### src/design/duration_string_to_seconds_macros.svh
`ifndef DURATION_STRING_TO_SECONDS_MACROS_SVH
`define DURATION_STRING_TO_SECONDS_MACROS_SVH

// same-cycle implication, checked on clk, off during reset
`define DSTS_ASSERT_IMPL(lbl, ante, cons) \
  lbl: assert property (@(posedge clk) disable iff (!rst_n) (ante) |-> (cons)) \
    else $error("dsts assertion failed");

// next-cycle implication, checked on clk, off during reset
`define DSTS_ASSERT_NEXT(lbl, ante, cons) \
  lbl: assert property (@(posedge clk) disable iff (!rst_n) (ante) |=> (cons)) \
    else $error("dsts assertion failed");

`endif

### src/design/dsts_pkg.sv
package dsts_pkg;

  localparam int TOTAL_WIDTH_DEF = 32;
  localparam int MULT_W          = 32;
  localparam int PENDING_W       = 31;
  localparam int PROD_W          = PENDING_W + MULT_W;
  localparam int OUT_W           = 32;
  localparam int CHAR_W          = 8;
  localparam int CFG_INDEX_W     = 4;
  localparam int REG_IDX_W       = 3;
  localparam int REG_COUNT       = 8;

  localparam logic [PENDING_W-1:0] PENDING_MAX = 31'h7FFF_FFFF;

  typedef enum logic [REG_IDX_W-1:0] {
    REG_SECOND,
    REG_MINUTE,
    REG_HOUR,
    REG_DAY,
    REG_WEEK,
    REG_MONTH,
    REG_YEAR,
    REG_LIMIT
  } reg_idx_t;

  localparam logic [MULT_W-1:0] CFG_RESET [REG_COUNT] = '{
    32'd1, 32'd60, 32'd3600, 32'd86400, 32'd604800, 32'd2592000, 32'd31536000,
    32'hFFFF_FFFF
  };

  localparam logic [CHAR_W-1:0] CH_0       = 8'h30;
  localparam logic [CHAR_W-1:0] CH_9       = 8'h39;
  localparam logic [CHAR_W-1:0] CH_LOWER_S = 8'h73;
  localparam logic [CHAR_W-1:0] CH_UPPER_S = 8'h53;
  localparam logic [CHAR_W-1:0] CH_LOWER_M = 8'h6D;
  localparam logic [CHAR_W-1:0] CH_UPPER_M = 8'h4D;
  localparam logic [CHAR_W-1:0] CH_LOWER_H = 8'h68;
  localparam logic [CHAR_W-1:0] CH_UPPER_H = 8'h48;
  localparam logic [CHAR_W-1:0] CH_LOWER_D = 8'h64;
  localparam logic [CHAR_W-1:0] CH_UPPER_D = 8'h44;
  localparam logic [CHAR_W-1:0] CH_LOWER_W = 8'h77;
  localparam logic [CHAR_W-1:0] CH_UPPER_W = 8'h57;
  localparam logic [CHAR_W-1:0] CH_LOWER_Y = 8'h79;
  localparam logic [CHAR_W-1:0] CH_UPPER_Y = 8'h59;

  typedef struct packed {
    logic digit_load;
    logic drop;
    logic unit_load;
    logic div_start;
    logic mul;
    logic add;
    logic clear_all;
    logic out_load;
  } dsts_cmd_t;

  typedef struct packed {
    logic is_digit;
    logic pending_nz;
    logic unit_hit;
    logic div_busy;
    logic div_done;
  } dsts_stat_t;

  typedef struct packed {
    logic busy;
    logic done;
  } dsts_div_stat_t;

endpackage

### src/design/duration_string_to_seconds.sv
// Duration string parser: one byte of a string such as 1h30m is taken per
// transaction, and the byte flagged end_of_string yields one result with the
// total in seconds, after which the parse state clears. A digit, a non-digit
// with no nonzero value pending, and a non-digit that is not a unit letter with
// a nonzero multiplier are each handled in the idle state without stalling the
// input. A unit letter with a nonzero multiplier after a nonzero value passes,
// after the accepting step, through the shared two-lane restoring divider of
// width DW = max(TOTAL_WIDTH, 32), which works out limit/mult and total/mult
// one quotient bit per cycle, then a step that multiplies and one that adds.
// Such a letter on an end byte places the result in an emit step. An end byte
// whose result finds the output register occupied and stalled holds the input
// until that register frees; otherwise the output register lets the next byte
// be taken while a result waits.
// Unit multipliers and the total limit are written through the cfg port, which
// is always ready; writes are meant for idle periods only.
`include "duration_string_to_seconds_macros.svh"

module duration_string_to_seconds #(
  parameter int TOTAL_WIDTH = dsts_pkg::TOTAL_WIDTH_DEF
) (
  input  logic                              clk,
  input  logic                              rst_n,
  input  logic                              in_valid,
  output logic                              in_stall,
  input  logic [dsts_pkg::CHAR_W-1:0]       in_char_code,
  input  logic                              in_end_of_string,
  output logic                              out_valid,
  input  logic                              out_stall,
  output logic [dsts_pkg::OUT_W-1:0]        out_total_seconds,
  input  logic                              cfg_valid,
  output logic                              cfg_ready,
  input  logic [dsts_pkg::CFG_INDEX_W-1:0]  cfg_index,
  input  logic [dsts_pkg::MULT_W-1:0]       cfg_data
);

  localparam int DIV_WIDTH = (TOTAL_WIDTH > dsts_pkg::MULT_W) ? TOTAL_WIDTH
                                                              : dsts_pkg::MULT_W;

  dsts_pkg::dsts_cmd_t  cmd;
  dsts_pkg::dsts_stat_t stat;

  assign cfg_ready = 1'b1;

  dsts_ctrl u_ctrl (
    .clk              (clk),
    .rst_n            (rst_n),
    .in_valid         (in_valid),
    .in_end_of_string (in_end_of_string),
    .in_stall         (in_stall),
    .out_stall        (out_stall),
    .out_valid        (out_valid),
    .stat             (stat),
    .cmd              (cmd)
  );

  dsts_datapath #(
    .TOTAL_WIDTH (TOTAL_WIDTH),
    .DIV_WIDTH   (DIV_WIDTH)
  ) u_datapath (
    .clk          (clk),
    .rst_n        (rst_n),
    .in_char_code (in_char_code),
    .cfg_valid    (cfg_valid && cfg_ready),
    .cfg_index    (cfg_index),
    .cfg_data     (cfg_data),
    .cmd          (cmd),
    .stat         (stat),
    .out_total    (out_total_seconds)
  );

  `DSTS_ASSERT_IMPL(a_div_start_idle, cmd.div_start, !stat.div_busy)
  `DSTS_ASSERT_NEXT(a_div_runs, cmd.div_start, stat.div_busy)
  `DSTS_ASSERT_IMPL(a_busy_stalls, stat.div_busy, in_stall)
  `DSTS_ASSERT_IMPL(a_no_overwrite, cmd.out_load, !out_valid || !out_stall)

endmodule

### src/design/dsts_div.sv
module dsts_div #(
  parameter int DIV_WIDTH = dsts_pkg::MULT_W
) (
  input  logic                         clk,
  input  logic                         rst_n,
  input  logic                         start,
  input  logic [dsts_pkg::MULT_W-1:0]  divisor,
  input  logic [DIV_WIDTH-1:0]         dividend_a,
  input  logic [DIV_WIDTH-1:0]         dividend_b,
  output dsts_pkg::dsts_div_stat_t     stat,
  output logic [DIV_WIDTH-1:0]         quo_a,
  output logic [DIV_WIDTH-1:0]         quo_b
);

  localparam int MW = dsts_pkg::MULT_W;
  localparam int CW = (DIV_WIDTH > 1) ? $clog2(DIV_WIDTH) : 1;

  logic              busy_r;
  logic [CW-1:0]     cnt_r;
  logic [MW-1:0]     d_r;
  logic [DIV_WIDTH-1:0] q_r   [2];
  logic [MW-1:0]        rem_r [2];
  logic [MW:0]          shifted [2];
  logic [MW:0]          trial   [2];
  logic                 last_step;

  assign last_step = (cnt_r == CW'(DIV_WIDTH - 1));

  // two lanes share the divisor, one quotient bit each per cycle
  always_comb begin
    for (int i = 0; i < 2; i++) begin
      shifted[i] = {rem_r[i], q_r[i][DIV_WIDTH-1]};
      trial[i]   = shifted[i] - {1'b0, d_r};
    end
  end

  always_ff @(posedge clk) begin
    if (!rst_n) begin
      busy_r <= 1'b0;
      cnt_r  <= '0;
    end else if (start) begin
      busy_r <= 1'b1;
      cnt_r  <= '0;
    end else if (busy_r) begin
      if (last_step) begin
        busy_r <= 1'b0;
      end
      cnt_r <= cnt_r + CW'(1);
    end
  end

  always_ff @(posedge clk) begin
    if (start) begin
      d_r      <= divisor;
      q_r[0]   <= dividend_a;
      q_r[1]   <= dividend_b;
      rem_r[0] <= '0;
      rem_r[1] <= '0;
    end else if (busy_r) begin
      for (int i = 0; i < 2; i++) begin
        if (!trial[i][MW]) begin
          rem_r[i] <= trial[i][MW-1:0];
          q_r[i]   <= {q_r[i][DIV_WIDTH-2:0], 1'b1};
        end else begin
          rem_r[i] <= shifted[i][MW-1:0];
          q_r[i]   <= {q_r[i][DIV_WIDTH-2:0], 1'b0};
        end
      end
    end
  end

  assign stat.busy = busy_r;
  assign stat.done = busy_r && last_step;
  assign quo_a     = q_r[0];
  assign quo_b     = q_r[1];

endmodule

### src/design/dsts_datapath.sv
module dsts_datapath #(
  parameter int TOTAL_WIDTH = dsts_pkg::TOTAL_WIDTH_DEF,
  parameter int DIV_WIDTH   = dsts_pkg::MULT_W
) (
  input  logic                              clk,
  input  logic                              rst_n,
  input  logic [dsts_pkg::CHAR_W-1:0]       in_char_code,
  input  logic                              cfg_valid,
  input  logic [dsts_pkg::CFG_INDEX_W-1:0]  cfg_index,
  input  logic [dsts_pkg::MULT_W-1:0]       cfg_data,
  input  dsts_pkg::dsts_cmd_t               cmd,
  output dsts_pkg::dsts_stat_t              stat,
  output logic [dsts_pkg::OUT_W-1:0]        out_total
);

  localparam int MW = dsts_pkg::MULT_W;
  localparam int PV = dsts_pkg::PENDING_W;
  localparam int PR = dsts_pkg::PROD_W;
  localparam int PW = (TOTAL_WIDTH > PR) ? TOTAL_WIDTH : PR;
  localparam int GW = DIV_WIDTH + 1;
  localparam int NW = PV + 4;

  logic [MW-1:0]          cfg_r [dsts_pkg::REG_COUNT];
  logic [PV-1:0]          pending_r;
  logic                   digits_r;
  logic [TOTAL_WIDTH-1:0] total_r;
  logic [MW-1:0]          mult_r;
  logic [PR-1:0]          prod_r;
  logic                   ok_r;
  logic [dsts_pkg::OUT_W-1:0] out_total_r;

  logic [3:0]             digit_val;
  logic [NW-1:0]          nv;
  logic [PV-1:0]          pending_nxt;
  logic [MW-1:0]          sel_mult;
  logic                   known;
  logic [PR-1:0]          prod_nxt;
  logic [PW-1:0]          prod_ext;
  logic [GW-1:0]          guard_sum;
  logic                   ok_nxt;
  logic [DIV_WIDTH-1:0]   quo_lim;
  logic [DIV_WIDTH-1:0]   quo_tot;
  dsts_pkg::dsts_div_stat_t div_stat;

  always_ff @(posedge clk) begin
    if (!rst_n) begin
      for (int i = 0; i < dsts_pkg::REG_COUNT; i++) begin
        cfg_r[i] <= dsts_pkg::CFG_RESET[i];
      end
    end else if (cfg_valid &&
                 (cfg_index < dsts_pkg::CFG_INDEX_W'(dsts_pkg::REG_COUNT))) begin
      cfg_r[cfg_index[dsts_pkg::REG_IDX_W-1:0]] <= cfg_data;
    end
  end

  // decimal accumulate with saturation
  always_comb begin
    digit_val   = 4'(in_char_code - dsts_pkg::CH_0);
    nv          = (NW'(pending_r) << 3) + (NW'(pending_r) << 1) + NW'(digit_val);
    pending_nxt = (nv > NW'(dsts_pkg::PENDING_MAX)) ? dsts_pkg::PENDING_MAX : nv[PV-1:0];
  end

  always_comb begin
    known    = 1'b1;
    sel_mult = '0;
    case (in_char_code)
      dsts_pkg::CH_LOWER_S, dsts_pkg::CH_UPPER_S: sel_mult = cfg_r[dsts_pkg::REG_SECOND];
      dsts_pkg::CH_LOWER_M:                       sel_mult = cfg_r[dsts_pkg::REG_MINUTE];
      dsts_pkg::CH_LOWER_H, dsts_pkg::CH_UPPER_H: sel_mult = cfg_r[dsts_pkg::REG_HOUR];
      dsts_pkg::CH_LOWER_D, dsts_pkg::CH_UPPER_D: sel_mult = cfg_r[dsts_pkg::REG_DAY];
      dsts_pkg::CH_LOWER_W, dsts_pkg::CH_UPPER_W: sel_mult = cfg_r[dsts_pkg::REG_WEEK];
      dsts_pkg::CH_UPPER_M:                       sel_mult = cfg_r[dsts_pkg::REG_MONTH];
      dsts_pkg::CH_LOWER_Y, dsts_pkg::CH_UPPER_Y: sel_mult = cfg_r[dsts_pkg::REG_YEAR];
      default:                                    known    = 1'b0;
    endcase
  end

  dsts_div #(
    .DIV_WIDTH (DIV_WIDTH)
  ) u_div (
    .clk        (clk),
    .rst_n      (rst_n),
    .start      (cmd.div_start),
    .divisor    (sel_mult),
    .dividend_a (DIV_WIDTH'(cfg_r[dsts_pkg::REG_LIMIT])),
    .dividend_b (DIV_WIDTH'(total_r)),
    .stat       (div_stat),
    .quo_a      (quo_lim),
    .quo_b      (quo_tot)
  );

  // overflow guard: value + total/mult <= limit/mult
  always_comb begin
    prod_nxt  = pending_r * mult_r;
    guard_sum = GW'(pending_r) + GW'(quo_tot);
    ok_nxt    = (guard_sum <= GW'(quo_lim));
    prod_ext  = PW'(prod_r);
  end

  always_ff @(posedge clk) begin
    if (!rst_n || cmd.clear_all) begin
      pending_r <= '0;
      digits_r  <= 1'b0;
      total_r   <= '0;
    end else begin
      if (cmd.digit_load) begin
        pending_r <= pending_nxt;
        digits_r  <= 1'b1;
      end
      if (cmd.drop || cmd.add) begin
        pending_r <= '0;
        digits_r  <= 1'b0;
      end
      if (cmd.add && ok_r) begin
        total_r <= total_r + prod_ext[TOTAL_WIDTH-1:0];
      end
    end
  end

  always_ff @(posedge clk) begin
    if (cmd.unit_load) begin
      mult_r <= sel_mult;
    end
    if (cmd.mul) begin
      prod_r <= prod_nxt;
      ok_r   <= ok_nxt;
    end
    if (cmd.out_load) begin
      out_total_r <= dsts_pkg::OUT_W'(total_r);
    end
  end

  assign stat.is_digit   = in_char_code inside {[dsts_pkg::CH_0:dsts_pkg::CH_9]};
  assign stat.pending_nz = digits_r && (pending_r != '0);
  assign stat.unit_hit   = known && (sel_mult != '0);
  assign stat.div_busy   = div_stat.busy;
  assign stat.div_done   = div_stat.done;
  assign out_total       = out_total_r;

endmodule

### src/design/dsts_ctrl.sv
module dsts_ctrl (
  input  logic                  clk,
  input  logic                  rst_n,
  input  logic                  in_valid,
  input  logic                  in_end_of_string,
  output logic                  in_stall,
  input  logic                  out_stall,
  output logic                  out_valid,
  input  dsts_pkg::dsts_stat_t  stat,
  output dsts_pkg::dsts_cmd_t   cmd
);

  typedef enum logic [2:0] {
    S_IDLE,
    S_DIV,
    S_MUL,
    S_ADD,
    S_EMIT
  } state_t;

  state_t state_r, state_nxt;
  logic   last_r, last_nxt;
  logic   out_valid_r, out_valid_nxt;
  logic   slot_free;

  assign slot_free = !out_valid_r || !out_stall;

  always_comb begin
    cmd       = '0;
    state_nxt = state_r;
    last_nxt  = last_r;
    case (state_r)
      S_IDLE: begin
        if (in_valid) begin
          if (stat.is_digit) begin
            cmd.digit_load = 1'b1;
          end else if (stat.pending_nz) begin
            if (stat.unit_hit) begin
              cmd.div_start = 1'b1;
              cmd.unit_load = 1'b1;
              last_nxt      = in_end_of_string;
              state_nxt     = S_DIV;
            end else begin
              cmd.drop = 1'b1;
            end
          end
          if (!cmd.div_start && in_end_of_string) begin
            if (slot_free) begin
              cmd.out_load  = 1'b1;
              cmd.clear_all = 1'b1;
            end else begin
              state_nxt = S_EMIT;
            end
          end
        end
      end
      S_DIV: begin
        if (stat.div_done) begin
          state_nxt = S_MUL;
        end
      end
      S_MUL: begin
        cmd.mul   = 1'b1;
        state_nxt = S_ADD;
      end
      S_ADD: begin
        cmd.add   = 1'b1;
        state_nxt = last_r ? S_EMIT : S_IDLE;
      end
      S_EMIT: begin
        if (slot_free) begin
          cmd.out_load  = 1'b1;
          cmd.clear_all = 1'b1;
          state_nxt     = S_IDLE;
        end
      end
      default: begin
        state_nxt = S_IDLE;
      end
    endcase
  end

  always_comb begin
    if (cmd.out_load) begin
      out_valid_nxt = 1'b1;
    end else if (!out_stall) begin
      out_valid_nxt = 1'b0;
    end else begin
      out_valid_nxt = out_valid_r;
    end
  end

  always_ff @(posedge clk) begin
    if (!rst_n) begin
      state_r     <= S_IDLE;
      last_r      <= 1'b0;
      out_valid_r <= 1'b0;
    end else begin
      state_r     <= state_nxt;
      last_r      <= last_nxt;
      out_valid_r <= out_valid_nxt;
    end
  end

  assign in_stall  = (state_r != S_IDLE);
  assign out_valid = out_valid_r;

endmodule
### config.mk
export PLATFORM = sky130hd
export DESIGN_NAME = duration_string_to_seconds
export DESIGN_NICKNAME = d
export VERILOG_FILES = /design/src/design/dsts_pkg.sv /design/src/design/duration_string_to_seconds.sv /design/src/design/dsts_div.sv /design/src/design/dsts_datapath.sv /design/src/design/dsts_ctrl.sv
export VERILOG_INCLUDE_DIRS = /design/src /design/src/design
export SDC_FILE = /design/constraint.sdc
export NUM_CORES = 2
export LEC_CHECK = 0
export BUFFER_PORTS_ARGS = -buffer_cell sky130_fd_sc_hd__buf_2
export CELL_PAD_IN_SITES_DETAIL_PLACEMENT = 1
export CELL_PAD_IN_SITES_GLOBAL_PLACEMENT = 1
export CORE_ASPECT_RATIO = 0.75
export CORE_MARGIN = 1
export CORE_UTILIZATION = 33
export DETAILED_ROUTE_END_ITERATION = 10
export PLACE_DENSITY_LB_ADDON = 0.1
export SETUP_SLACK_MARGIN = 0.15
export SKIP_CTS_REPAIR_TIMING = 1
export SLEW_MARGIN = 20
export SYNTH_ARGS = -nofsm -noshare
export SYNTH_HDL_FRONTEND = slang
export SYNTH_HIERARCHICAL = 1
export SYNTH_SLANG_ARGS = --single-unit
export TNS_END_PERCENT = 100
### constraint.sdc
create_clock -name clk -period 8 [get_ports clk]
set_input_delay 1.6 -clock clk [delete_from_list [all_inputs] [get_ports clk]]
set_output_delay 1.6 -clock clk [all_outputs]
set_load 0.05 [all_outputs]
==> run metrics <==
power density of the placed cells 132 nW/um^2; Psw 1.76 mW; Pins Over Slew Limit 0; syn_area_per_cell 10.2 um^2; run status finished, final reports clean; Pint ~5.4 mW; vias in the first global route approximately 37k; global-route wire length before repair 259000 um; critical path type register to register; crit path DAT 7910 ps; port bufs 83; Cell Count Post-Placement roughly 6.7k; Worst EP required roughly 8400 ps; Max Fclk 0.134 GHz; Detailed Routing Iterations Pass 1 9; total negative slack 0 ps; Die X between 400 and 500 um; CTS tree done; GRT Residual Overflow 0; final hold vios 0; Tmin final 7490 ps; Fin Clk Skew 54.1 ps; DR DRC count 0; Clock Tree Root clkbuf_16; Setup-failing EPs final 0; Global Route Usage Sum 0.238; CTS Sinks 588; CP endpoint kind register; worst hold-check path type register to register; RePlAce Congestion ~0.87; RSZ-0062 raised after global routing no; Mapped Area 48200 um^2; Die H 333 um; pin count of the biggest net entering global routing 97; share of layout cells above drive strength 1 0.0900; Max Buffers Root-to-Sink 3; clk_lat worst skew ~700 ps; Tcrit/Tclk final 0.936; Seq pwr share 0.481; synthesis-to-finish area growth 12.1%; Starting Density 0.332; Initial DRC Count around 2.8k; Clk pwr share 0.465; num rows 121; die area 148000 um^2; Post-Syn Nets between 5k and 6k; nets between 5k and 6k; Setup crit start kind register; max_slew headroom 0.292; htree depth 3; maximum fanout along the worst path 9; via count around 36k; cell count after synthesis 4717; HPWL after DPL 135000 um; WL/cell 25.9 um; Final ANT Viol Nets 0; Comb power frac 0.054; reg2reg setup slack 510 ps; initial antenna violation count 24; I/O pin total 85; Worst-path clk slew 70 ps; Syn. warnings 6; CTS Buf Count 71; post-route insts no fill 6802; LEAKAGE 23.4 nW; Peak VDD IR 0.142 mV; core area ~150000 um^2; total of max-cap violations 0; pin slew with the least headroom to its limit 1060 ps; DRT Wirelength approximately 180000 um; Sw Ratio 0.246; Vias per Instance 5.27
## critical path, cell delays in order (launching register included)
cell and delay, ps:
edfxtp_1 650, nand2_1 160, fa_1 420, inv_1 100, fa_1 440, fa_1 530
inv_1 50, fa_1 480, inv_1 60, fa_1 510, inv_1 60, fa_1 530
inv_1 50, fa_1 500, fa_1 420, ha_1 370, o21ai_0 300, o21ai_0 200
a31oi_1 200, o21ai_1 140, a211oi_1 310, a21oi_1 190, a211o_1 290, a21oi_1 170
xnor2_1 80
## placed cells by master, fill, tap and decap left out, types with 61 or more instances in the layout
cell,n
edfxtp_1,512
buf_2,83
ha_1,341
xnor2_1,132
nor2_1,183
and2_1,448
clkbuf_16,72
a21oi_1,226
or3_1,84
a21o_1,71
nand2_1,550
o21ai_0,141
buf_4,177
dfxtp_1,72
xor2_1,61
fa_1,415
mux2i_1,94
inv_1,506
## cell type report
class,instances,area [um^2]
antenna,6,15.0
clock inverter,35,460
fill,16187,91000
timing repair buffer,266,1860
tap,1906,2380
clock buffer,89,1870
inverter,506,1900
multi-input combinational,3406,28600
sequential,588,16900
## sequential cells by signal, summed over array words and instances, names as in the netlist, 3 cells and up
register / flops
u_ctrl/state_r: 3
u_datapath/cfg_r: 256
u_datapath/mult_r: 32
u_datapath/out_total: 32
u_datapath/pending_r: 31
u_datapath/prod_ext: 32
u_datapath/total_r: 32
u_datapath/u_div/cnt_r: 5
u_datapath/u_div/d_r: 32
u_datapath/u_div/q_r: 64
u_datapath/u_div/rem_r: 64
## metal layers
metal  GRT usage  vias to the layer above  part of all wire
li1            -                    16299                 -
met1       0.390                    18467              0.53
met2       0.322                      963              0.39
met3      0.0340                      124             0.060
met4      0.0507                        4             0.019
met5           0                        -           0.00013
## stage by stage
stage / power [mW] / setup WS, ps / cell area (um^2) / hold slack [ps] / util
2_1_floorplan: 3.70 / 544 / 48200 / 441 / -
3_3_place_gp: 3.88 / 581 / 51600 / 469 / 0.356
3_5_place_dp: 3.89 / 436 / 51600 / 485 / 0.356
4_1_cts: 7.25 / 380 / 53900 / 494 / 0.372
5_1_grt: 7.38 / 159 / 54000 / 543 / 0.372
6_report: 7.15 / 513 / 54000 / 498 / 0.372
## power groups by stage
stage	Clock (mW)	Combinational (mW)	Sequential [mW]
final	3.33	0.387	3.44
after detailed placement	0	0.386	3.50
after CTS	3.43	0.388	3.44
after global routing	3.52	0.414	3.44
after global placement	0	0.382	3.50
after floorplan	0	0.185	3.51
## final timing paths
kind         cells after the start                 endpoint                  from
max                             24  u_datapath/prod_ext[31]  u_datapath/mult_r[8]
min                              2            u_ctrl/last_r         u_ctrl/last_r
max reg2reg                     24  u_datapath/prod_ext[31]  u_datapath/mult_r[8]
min reg2reg                      2            u_ctrl/last_r         u_ctrl/last_r
(Power assumes the default switching activity.)
